<file path="config.mk">
export PLATFORM = sky130hd
export DESIGN_NAME = tpmq_ctrl
export DESIGN_NICKNAME = d
export VERILOG_FILES = /design/src/hdl/tpmq_pkg.sv /design/src/hdl/tpmq_ctrl.sv
export SDC_FILE = /design/constraint.sdc
export NUM_CORES = 1
export LEC_CHECK = 0
export ABC_AREA = 1
export BUFFER_PORTS_ARGS = -buffer_cell sky130_fd_sc_hd__buf_2
export CORE_UTILIZATION = 55
export CTS_CLUSTER_DIAMETER = 200
export CTS_CLUSTER_SIZE = 10
export DETAILED_ROUTE_END_ITERATION = 6
export HOLD_SLACK_MARGIN = 0.02
export PLACE_DENSITY = 0.85
export SLEW_MARGIN = 20
export SYNTH_ARGS = -nofsm -noshare
export SYNTH_HDL_FRONTEND = slang
export SYNTH_SLANG_ARGS = --single-unit
</file>
<file path="constraint.sdc">
create_clock -name clk_i -period 2.1 [get_ports clk_i]
set_clock_uncertainty 0.1 [all_clocks]
set_input_delay 0.315 -clock clk_i [delete_from_list [all_inputs] [get_ports clk_i]]
set_output_delay 0.315 -clock clk_i [all_outputs]
set_load 0.01 [all_outputs]
</file>
<file path="src/hdl/tpmq_pkg.sv">
package tpmq_pkg;

  localparam int NODE_W = 10;
  localparam int WT_W   = 32;

  localparam logic signed [WT_W-1:0] WT_MAX = 32'sh7FFF_FFFF;

  typedef enum logic [1:0] {
    FUNC_CLEAR,
    FUNC_LOAD,
    FUNC_BUILD,
    FUNC_QUERY
  } func_e;

  localparam logic [1:0] ST_OK   = 2'd0;
  localparam logic [1:0] ST_FULL = 2'd1;
  localparam logic [1:0] ST_BAD  = 2'd2;
  localparam logic [1:0] ST_DISC = 2'd3;

  typedef enum logic [4:0] {
    S_IDLE,
    S_DISP,
    S_CLR,
    S_ROOT_RD,
    S_ROOT_CHK,
    S_POP,
    S_POP_WT,
    S_DU,
    S_EDGE_RD,
    S_EDGE_EV,
    S_VIS_CHK,
    S_BDONE,
    S_QDA,
    S_QDB,
    S_QSTEP,
    S_QUP,
    S_RESP
  } state_e;

  typedef enum logic [4:0] {
    OP_NOP,
    OP_LATCH,
    OP_CLEAR,
    OP_LOAD,
    OP_BLD_START,
    OP_CLR_STEP,
    OP_ROOT_RD,
    OP_ROOT_NEXT,
    OP_ROOT_INIT,
    OP_POP,
    OP_U_LATCH,
    OP_DU_LATCH,
    OP_EDGE_RD,
    OP_EDGE_EV,
    OP_VIS_CHK,
    OP_BLD_FIN,
    OP_Q_CHECK,
    OP_Q_DA,
    OP_Q_DB,
    OP_Q_OK,
    OP_Q_DISC,
    OP_Q_RD,
    OP_Q_UP,
    OP_RESP
  } op_e;

  typedef struct packed {
    op_e op;
  } dp_cmd_t;

  typedef struct packed {
    func_e func;
    logic  clr_last;
    logic  root_vis;
    logic  root_last;
    logic  q_empty;
    logic  ei_end;
    logic  edge_hit;
    logic  q_bad;
    logic  q_eq;
    logic  q_root;
    logic  out_free;
  } dp_stat_t;

endpackage

</file>
<file path="src/hdl/tpmq_ctrl.sv">
module tpmq_ctrl (
  input  logic               clk_i,
  input  logic               rst_ni,
  input  logic               in_valid_i,
  output logic               in_ready_o,
  input  tpmq_pkg::dp_stat_t stat_i,
  output tpmq_pkg::dp_cmd_t  cmd_o
);

  tpmq_pkg::state_e state_q, state_d;

  always_ff @(posedge clk_i or negedge rst_ni) begin
    if (!rst_ni) begin
      state_q <= tpmq_pkg::S_IDLE;
    end else begin
      state_q <= state_d;
    end
  end

  always_comb begin
    state_d    = state_q;
    cmd_o.op   = tpmq_pkg::OP_NOP;
    in_ready_o = 1'b0;
    case (state_q)
      tpmq_pkg::S_IDLE: begin
        in_ready_o = 1'b1;
        if (in_valid_i) begin
          cmd_o.op = tpmq_pkg::OP_LATCH;
          state_d  = tpmq_pkg::S_DISP;
        end
      end
      tpmq_pkg::S_DISP: begin
        case (stat_i.func)
          tpmq_pkg::FUNC_CLEAR: begin
            cmd_o.op = tpmq_pkg::OP_CLEAR;
            state_d  = tpmq_pkg::S_RESP;
          end
          tpmq_pkg::FUNC_LOAD: begin
            cmd_o.op = tpmq_pkg::OP_LOAD;
            state_d  = tpmq_pkg::S_RESP;
          end
          tpmq_pkg::FUNC_BUILD: begin
            cmd_o.op = tpmq_pkg::OP_BLD_START;
            state_d  = tpmq_pkg::S_CLR;
          end
          default: begin
            cmd_o.op = tpmq_pkg::OP_Q_CHECK;
            state_d  = stat_i.q_bad ? tpmq_pkg::S_RESP : tpmq_pkg::S_QDA;
          end
        endcase
      end
      tpmq_pkg::S_CLR: begin
        cmd_o.op = tpmq_pkg::OP_CLR_STEP;
        if (stat_i.clr_last) state_d = tpmq_pkg::S_ROOT_RD;
      end
      tpmq_pkg::S_ROOT_RD: begin
        cmd_o.op = tpmq_pkg::OP_ROOT_RD;
        state_d  = tpmq_pkg::S_ROOT_CHK;
      end
      tpmq_pkg::S_ROOT_CHK: begin
        if (stat_i.root_vis) begin
          cmd_o.op = tpmq_pkg::OP_ROOT_NEXT;
          state_d  = stat_i.root_last ? tpmq_pkg::S_BDONE : tpmq_pkg::S_ROOT_RD;
        end else begin
          cmd_o.op = tpmq_pkg::OP_ROOT_INIT;
          state_d  = tpmq_pkg::S_POP;
        end
      end
      tpmq_pkg::S_POP: begin
        if (stat_i.q_empty) begin
          cmd_o.op = tpmq_pkg::OP_ROOT_NEXT;
          state_d  = stat_i.root_last ? tpmq_pkg::S_BDONE : tpmq_pkg::S_ROOT_RD;
        end else begin
          cmd_o.op = tpmq_pkg::OP_POP;
          state_d  = tpmq_pkg::S_POP_WT;
        end
      end
      tpmq_pkg::S_POP_WT: begin
        cmd_o.op = tpmq_pkg::OP_U_LATCH;
        state_d  = tpmq_pkg::S_DU;
      end
      tpmq_pkg::S_DU: begin
        cmd_o.op = tpmq_pkg::OP_DU_LATCH;
        state_d  = tpmq_pkg::S_EDGE_RD;
      end
      tpmq_pkg::S_EDGE_RD: begin
        if (stat_i.ei_end) begin
          state_d = tpmq_pkg::S_POP;
        end else begin
          cmd_o.op = tpmq_pkg::OP_EDGE_RD;
          state_d  = tpmq_pkg::S_EDGE_EV;
        end
      end
      tpmq_pkg::S_EDGE_EV: begin
        cmd_o.op = tpmq_pkg::OP_EDGE_EV;
        state_d  = stat_i.edge_hit ? tpmq_pkg::S_VIS_CHK : tpmq_pkg::S_EDGE_RD;
      end
      tpmq_pkg::S_VIS_CHK: begin
        cmd_o.op = tpmq_pkg::OP_VIS_CHK;
        state_d  = tpmq_pkg::S_EDGE_RD;
      end
      tpmq_pkg::S_BDONE: begin
        cmd_o.op = tpmq_pkg::OP_BLD_FIN;
        state_d  = tpmq_pkg::S_RESP;
      end
      tpmq_pkg::S_QDA: begin
        cmd_o.op = tpmq_pkg::OP_Q_DA;
        state_d  = tpmq_pkg::S_QDB;
      end
      tpmq_pkg::S_QDB: begin
        cmd_o.op = tpmq_pkg::OP_Q_DB;
        state_d  = tpmq_pkg::S_QSTEP;
      end
      tpmq_pkg::S_QSTEP: begin
        if (stat_i.q_eq) begin
          cmd_o.op = tpmq_pkg::OP_Q_OK;
          state_d  = tpmq_pkg::S_RESP;
        end else if (stat_i.q_root) begin
          cmd_o.op = tpmq_pkg::OP_Q_DISC;
          state_d  = tpmq_pkg::S_RESP;
        end else begin
          cmd_o.op = tpmq_pkg::OP_Q_RD;
          state_d  = tpmq_pkg::S_QUP;
        end
      end
      tpmq_pkg::S_QUP: begin
        cmd_o.op = tpmq_pkg::OP_Q_UP;
        state_d  = tpmq_pkg::S_QSTEP;
      end
      tpmq_pkg::S_RESP: begin
        if (stat_i.out_free) begin
          cmd_o.op = tpmq_pkg::OP_RESP;
          state_d  = tpmq_pkg::S_IDLE;
        end
      end
      default: begin
        state_d = tpmq_pkg::S_IDLE;
      end
    endcase
  end

endmodule

</file>
==> impl_results.rst, run 1 <==
.. list-table::
   :header-rows: 1

   * - Metric
     - Value
   * - Run status
     - complete, but fails checks
   * - Failing checks
     - design-rule violations
   * - Total area of sequential cells
     - about 130 um2
   * - Die Area
     - 0.00156 mm2
   * - Post-route DRC violation count
     - 1
   * - Die span in y
     - 39.4 um
   * - Relative slew margins
     - between 80% and 90%
   * - Final setup violation count
     - 0
   * - Post-layout worst setup margin
     - about 28 ps
   * - Number of antenna repair diodes
     - 0
   * - Post-synth cell types
     - 14
   * - Total standard cell area after synthesis
     - a little under 800 um2
   * - Vias after detailed routing
     - between 1000 and 1500
   * - Worst setup SP type
     - register
   * - Sequential-to-total area share from yosys stat
     - about 16%
   * - Top register by number of flip-flops
     - state_q
   * - Placer congestion estimate
     - around 0.95
   * - Aggregate routed wire length
     - 2620 um
   * - Fmax
     - 0.483 GHz
   * - Antenna violations before repair
     - 0
   * - FFs w/ async S/R, synth
     - 100%
   * - Filler cell count
     - 113
   * - Worst-margin pin slew
     - 265 ps
   * - Period utilization
     - 98.7%
   * - Clock insertion delay at the later pin of the skew report
     - 250 ps
   * - Type of the tightest min-delay check
     - in2reg
   * - Clock buffer depth
     - 2
   * - Global routing usage summed across all routing layers
     - 35.6%
   * - Post-detail-place hpwl
     - 1900 um
   * - Row cnt
     - 13
   * - Die width
     - 39.4 um
   * - Final-report hold violation count
     - 0
   * - Final Power
     - 0.00136 W
   * - Number of flops mapped to enable cells by yosys
     - 0
   * - Dominant cell by count in the synthesized netlist
     - nand2_1
   * - Area growth syn-to-layout
     - 31.5%
   * - Critical-path top delay cell
     - dfrtp_2
   * - Port bufs
     - 20
   * - Number of global-route vias before repair
     - 902
   * - Clock root buffer master
     - clkbuf_4
   * - Max-cap violation count
     - 0
   * - Yosys Warn Count
     - 0
   * - Top cells by count, synth
     - nand2_1 (42), inv_1 (29), nor2_1 (28)
   * - Number of nets in the final layout
     - about 200
   * - Starting density of the core
     - 59.2%
   * - Cell taking the most area after synthesis
     - nand2_1
   * - TritonCTS clock tree
     - built
   * - Via count normalized by instance count
     - roughly 5.4
   * - Wire length of the first global-routing pass
     - 3710 um
   * - Classification of the worst setup path
     - reg2out
   * - Number of instances in the synthesized netlist
     - ~150
   * - Worst vdd ir
     - 0.681 mV
   * - Clock-pin slew on the worst setup and hold paths
     - 50 ps
   * - TritonCTS Buffers
     - 3
   * - Synthesized netlist net count
     - 166
   * - Pwr dens
     - 1340 mW/mm2
   * - Clock sink count
     - 5
   * - CP most frequent cell
     - nor2_1
   * - Count of boundary I/O pins
     - 21
   * - Synth top area cells
     - nand2_1 (20%), dfrtp_1 (16%), nand3_1 (16%)
   * - Data required time of the critical path
     - 1680 ps
   * - Multi-input gate area
     - 526 um2
   * - Flip-flop count of the largest register after layout
     - 5
   * - Post-synth top flop
     - dfrtp_1
   * - Tightest hold margin
     - 237 ps
   * - Max stage delay on crit path
     - 430 ps
   * - Post-route setup TNS
     - 0 ps
   * - Iteration-0 DRC count of the detailed router
     - 98
   * - Setup repair after global routing missed its margin
     - true
   * - # H-tree levels
     - 1
   * - Final critical-path required period
     - 2070 ps
   * - Worst setup slack before clock tree synthesis
     - 137 ps
   * - TritonRoute pass-1 iters
     - 7
   * - Flops & latches, synth
     - 5
   * - Critical-path cell list
     - clkinvlp_2 -> nand3_1 -> nor2_1 -> nor2_1 -> nand2_1 -> nor2_1 -> nand3_1 -> buf_2
   * - Count of nets left with antenna violations after detail routing
     - 0
   * - Final number of max-transition violations
     - 0
   * - Maximum number of pins on one net before global-route repair
     - 11
   * - Share of the synthesized area in the top cell type
     - 20.5%
   * - Leading registers by flop count
     - state_q (5)
   * - Share of cells above drive strength 1
     - 24.7%
   * - Core Box Area
     - 0.00130 mm2
   * - Leakage Power
     - 0.656 nW
   * - Overflow after GRT
     - 0
   * - Setup crit end kind
     - output port
   * - Arr. time, crit path
     - 1660 ps
   * - Routed wire per std cell
     - 13.1 um
   * - Largest fanout on the critical path
     - 5
   * - Mean Syn Cell Area
     - 5.10 um2
worst max-delay path, delay by kind of cell (launching register included):
family / cells / cell delay [ps]
DFF: 1 / 430
and+or+nand+nor: 6 / 580
buffers and inverters: 2 / 390
cell families after synthesis:
family / count (synthesis) / synth area share [%]
flip-flops: 5 / 16.2
buffers and inverters: 32 / 16.6
AND/OR/NAND/NOR: 107 / 62.0
AO/OA/AOI/OAI: 7 / 5.19
area by class of cell:
cell class / count / share of cell area, %
clock buffer: 4 / 2.59
timing repair inverter: 1 / 0.494
timing repair buffer: 32 / 19.0
inverter: 30 / 11.5
sequential: 5 / 12.7
multi-input combinational: 114 / 51.9
tap: 15 / 1.85
through the flow:
stage | cells | cell area (um2) | util, %
after floorplan | 151 | 771 | -
after global placement | 185 | 882 | 67.8
after detailed placement | 185 | 882 | 67.8
after CTS | 193 | 946 | 72.7
after global routing | 201 | 1010 | 77.9
final | 201 | 1010 | 77.9
power by group:
group / total (W) / internal, W / switching (W) / leakage [nW]
registers: 0.000237 / 0.000144 / 0.0000931 / 0.0615
clock network: 0.000117 / 0.0000722 / 0.0000451 / 0.0150
logic: 0.00100 / 0.000400 / 0.000601 / 0.579
total: 0.00136 / 0.000617 / 0.000739 / 0.656
layout by cell type (no fill, tap or decap), types with 2 or more instances in the layout:
| master | count |
|---|---|
| clkbuf_4 | 3 |
| dfrtp_1 | 2 |
| nand4_1 | 7 |
| inv_1 | 28 |
| nand3_1 | 24 |
| buf_2 | 20 |
| nor2_2 | 3 |
| buf_4 | 11 |
| dfrtp_2 | 3 |
| o211ai_1 | 2 |
| o21ai_0 | 4 |
| nor3_1 | 2 |
| nor2_1 | 25 |
| nand2_1 | 42 |
| nor2_4 | 3 |
repair_timing:
action,CTS,global route
endpoints found under the setup margin,3,4
gates resized for setup,2,5
pin swaps,0,2
gates cloned,0,1
hold buffers,1,0
buffers inserted,3,7
endpoints found under the hold margin,5,0
routing by layer:
metal  vias up  global-route usage (%)  routed length [um]
met5         -                       0                   0
met4         0                    12.1                  64
met3        11                    3.98                 226
met2        70                    62.3                1260
met1       471                    44.1                1070
li1        542                       -                   -
worst paths after layout:
path,depth (start not counted),to,slack [ps],startpoint
max in group asynchronous,2,state_q[1],1440,rst_ni
min reg2reg,2,state_q[4],640,state_q[4]
min,3,state_q[4],240,stat_i[1]
min in group asynchronous,2,state_q[3],310,rst_ni
max reg2reg,7,state_q[0],580,state_q[2]
max,8,cmd_o[0],30,state_q[4]
Power figures use the tool's default switching activity.
==> run 2, diff against run 1 <==
--- a/config.mk
+++ b/config.mk
@@ -5,7 +5,6 @@
 export SDC_FILE = /design/constraint.sdc
 export NUM_CORES = 1
 export LEC_CHECK = 0
-export ABC_AREA = 1
 export BUFFER_PORTS_ARGS = -buffer_cell sky130_fd_sc_hd__buf_2
 export CORE_UTILIZATION = 55
 export CTS_CLUSTER_DIAMETER = 200
==> run 2 against run 1 <==
  * The flow finishes with violations (negative setup slack)
  * Sequential share of layout area rose by 0.14 points
  * Register-to-register slack worse by 270 ps
  * Clock-buffer cell count fell by 1
  * Flip-flop and latch count is the same
  * Cell count down 25%
  * Maximum frequency shrank 5.5%
  * Synthesized cell count decreased by 31%
  * Utilization grew 0.89 points
  * Global-route usage grew 1.6 points
  * First-iteration DRC count is 52% lower
  * Sequential power down 3%
  * Die area down 1.5%
  * Highest routed layer unchanged
==> impl_results.rst, run 2 <==
.. list-table::
   :header-rows: 1

   * - Metric
     - Value
   * - Run status
     - complete, but fails checks
   * - Failing checks
     - negative setup slack
   * - Global routing usage summed across all routing layers
     - 37.2% (+1.6 points)
   * - Row cnt
     - 13 (unchanged)
   * - Post-route setup TNS
     - -227 ps (-227 ps)
   * - Largest fanout on the critical path
     - 7 (+2)
   * - Commonest non-fill, non-tap cell in the layout
     - buf_2
   * - TritonCTS Buffers
     - 3 (unchanged)
   * - Clock buffer depth
     - 2 (unchanged)
   * - Post-layout worst setup margin
     - -93.1 ps (-121 ps)
   * - Mean Syn Cell Area
     - 7.29 um2 (+43%)
   * - Sequential-to-total area share from yosys stat
     - 16.5% (+0.27 points)
   * - Type of the tightest min-delay check
     - in2reg
   * - Setup crit end kind
     - output port
   * - Setup slack of the most critical reg-to-reg path
     - 310 ps (-270 ps)
   * - Dominant cell by count in the synthesized netlist
     - nand2_1
   * - Number of nets in the final layout
     - 152 (-25%)
   * - Overflow after GRT
     - 0 (unchanged)
   * - Number of global-route vias before repair
     - 821 (-9.0%)
   * - Pwr dens
     - 1370 mW/mm2 (+2.3%)
   * - TritonCTS clock tree
     - built
   * - Count of boundary I/O pins
     - 21 (unchanged)
   * - Setup repair after global routing missed its margin
     - true
   * - Core Box Area
     - 0.00128 mm2 (-1.3%)
   * - Yosys Warn Count
     - 0 (unchanged)
   * - Post-detail-place hpwl
     - 1720 um (-9.6%)
   * - Classification of the worst setup path
     - reg2out
   * - Worst setup SP type
     - register
   * - Post-synth top flop
     - dfrtp_1
   * - Antenna violations before repair
     - 0 (unchanged)
   * - Data required time of the critical path
     - 1680 ps (about the same)
   * - R2r endpoint
     - state_q[2]
   * - Total standard cell area after synthesis
     - 758 um2 (-1.6%)
   * - Die Area
     - 0.00153 mm2 (-1.5%)
   * - Worst vdd ir
     - 1.02 mV (+50%)
   * - Number of stages on the worst hold path
     - 4 (+1)
   * - Starting density of the core
     - 59.0% (-0.22 points)
   * - Final critical-path required period
     - 2190 ps (+121 ps)
   * - Leading registers by flop count
     - state_q (5)
   * - Die span in y
     - 39.1 um (-0.77%)
   * - Worst-margin pin slew
     - 354 ps (+89.7 ps)
   * - Tightest hold margin
     - 291 ps (+54.8 ps)
   * - Placer congestion estimate
     - 0.947 (-0.69%)
   * - Vias after detailed routing
     - 994 (-9.1%)
   * - Synthesized netlist net count
     - 119 (-28%)
   * - Port bufs
     - 20 (unchanged)
   * - TritonRoute pass-1 iters
     - 4 (-3)
   * - Via count normalized by instance count
     - 6.58 (+21%)
   * - Final-report hold violation count
     - 0 (unchanged)
   * - Count of nets left with antenna violations after detail routing
     - 0 (unchanged)
   * - Number of antenna repair diodes
     - 0 (unchanged)
   * - Synth top area cells
     - dfrtp_1 (17%), nor2b_1 (6.6%), nand2_1 (6.4%)
   * - # H-tree levels
     - 1 (unchanged)
   * - Final cell count without fillers
     - 151 (-25%)
   * - Clock root buffer master
     - clkbuf_4
   * - Aggregate routed wire length
     - 2540 um (-3.4%)
   * - Flops & latches, synth
     - 5 (unchanged)
   * - Relative slew margins
     - 76.1% (-6.2 points)
   * - Final setup violation count
     - 3 (+3)
   * - Post-route DRC violation count
     - 0 (-1)
   * - Top register by number of flip-flops
     - state_q
   * - Share of the synthesized area in the top cell type
     - 16.5% (-4.0 points)
   * - Routed wire per std cell
     - 16.8 um (+29%)
   * - Worst setup path startpoint
     - state_q[3]
   * - Area growth syn-to-layout
     - 33.5%
   * - Filler cell count
     - 89 (-21%)
   * - Number of flops mapped to enable cells by yosys
     - 0 (unchanged)
   * - Maximum number of pins on one net before global-route repair
     - 17 (+6)
   * - Arr. time, crit path
     - 1780 ps (+120 ps)
   * - Leading cell types in the layout, fill and taps excluded
     - buf_2 (20), buf_4 (14), nand2_1 (11), nor2b_1 (8), nor2_1 (7)
   * - Share of cells above drive strength 1
     - 39.7% (+15 points)
   * - Wire length of the first global-routing pass
     - 3700 um (-0.38%)
   * - End point of the most critical hold path
     - state_q[1]
   * - FFs w/ async S/R, synth
     - 100% (unchanged)
   * - Die width
     - 39.1 um (-0.77%)
   * - Clock-pin slew on the worst setup and hold paths
     - 50 ps (about the same)
   * - Cell taking the most area after synthesis
     - dfrtp_1
   * - Number of instances in the synthesized netlist
     - 104 (-31%)
   * - FF-to-FF Start
     - state_q[3]
   * - Final number of max-transition violations
     - 0 (unchanged)
   * - Worst hold start
     - stat_i[4]
   * - Post-synth cell types
     - 47 (+33)
   * - Iteration-0 DRC count of the detailed router
     - 47 (-52%)
   * - Clock insertion delay at the later pin of the skew report
     - 250 ps (about the same)
   * - Number of placed cells counting well taps
     - 139 (-25%)
   * - Clock sink count
     - 5 (unchanged)
   * - Fmax
     - 0.456 GHz (-5.5%)
   * - Leakage Power
     - 0.453 nW (-31%)
   * - Worst reg2reg path depth
     - 5 (-2)
   * - Top cells by count, synth
     - nand2_1 (13), nor2b_1 (8), nor2_1 (7)
   * - Period utilization
     - 104% (+5.8 points)
   * - Max-cap violation count
     - 0 (unchanged)
   * - Flip-flop count of the largest register after layout
     - 5 (unchanged)
run 2: routing by layer:
layer / routed length, um / global-route usage, %
met1: 1040 / 49.0
met2: 1200 / 60.4
met4: 34 / 9.48
met3: 253 / 8.67
met5: 0 / 0
run 2: cell families after synthesis:
family | count (synthesis) | synth area share [%]
flip-flops | 5 | 16.5
AO/OA/AOI/OAI | 30 | 28.5
buffers and inverters | 12 | 9.74
AND/OR/NAND/NOR | 53 | 39.1
multiplexers | 4 | 6.11
run 2: area by class of cell:
class	instances	area [um2]	area share [%]
multi-input combinational	87	584	57.7
tap	15	18.8	1.85
inverter	3	13.8	1.36
sequential	5	130	12.9
clock inverter	1	5.00	0.494
clock buffer	3	22.5	2.22
timing repair buffer	37	238	23.5
run 2: timing repair:
item	4_1_cts	5_1_grt
gates resized for setup	9	6
hold buffers	1	0
pin swaps	5	4
hold endpoints to repair	5	0
gates cloned	0	0
setup endpoints to repair	3	5
setup buffers	6	1
run 2: worst max-delay path by stage:
stage	to
CTS	cmd_o[3]
detailed placement	cmd_o[0]
floorplan	cmd_o[3]
finish	cmd_o[3]
global route	cmd_o[3]
global placement	cmd_o[1]
run 2: worst max-delay path, cell delays in order (launching register included):
cell and delay (ps):
dfrtp_2 450, buf_4 180, mux2_4 300, a22oi_1 230, nor2_1 70, a211oi_1 150, buf_2 160
run 2: per-stage QoR:
stage	setup slack, ps	cell area [um2]	total power, W	utilization (%)
final	-93.1	1010	0.00139	78.8
after global routing	-202	1010	0.00149	78.8
after CTS	-45.6	983	0.00131	76.5
after detailed placement	-3.06	882	0.00111	68.6
after global placement	56.7	882	0.00109	68.6
after floorplan	200	758	0.000837	-
run 2: power breakdown:
part	switching [W]	leakage [nW]	internal, W	total [W]
Sequential	0.0000846	0.0595	0.000144	0.000229
Clock	0.0000452	0.0177	0.0000692	0.000114
Combinational	0.000557	0.375	0.000485	0.00104
Total	0.000687	0.453	0.000699	0.00139
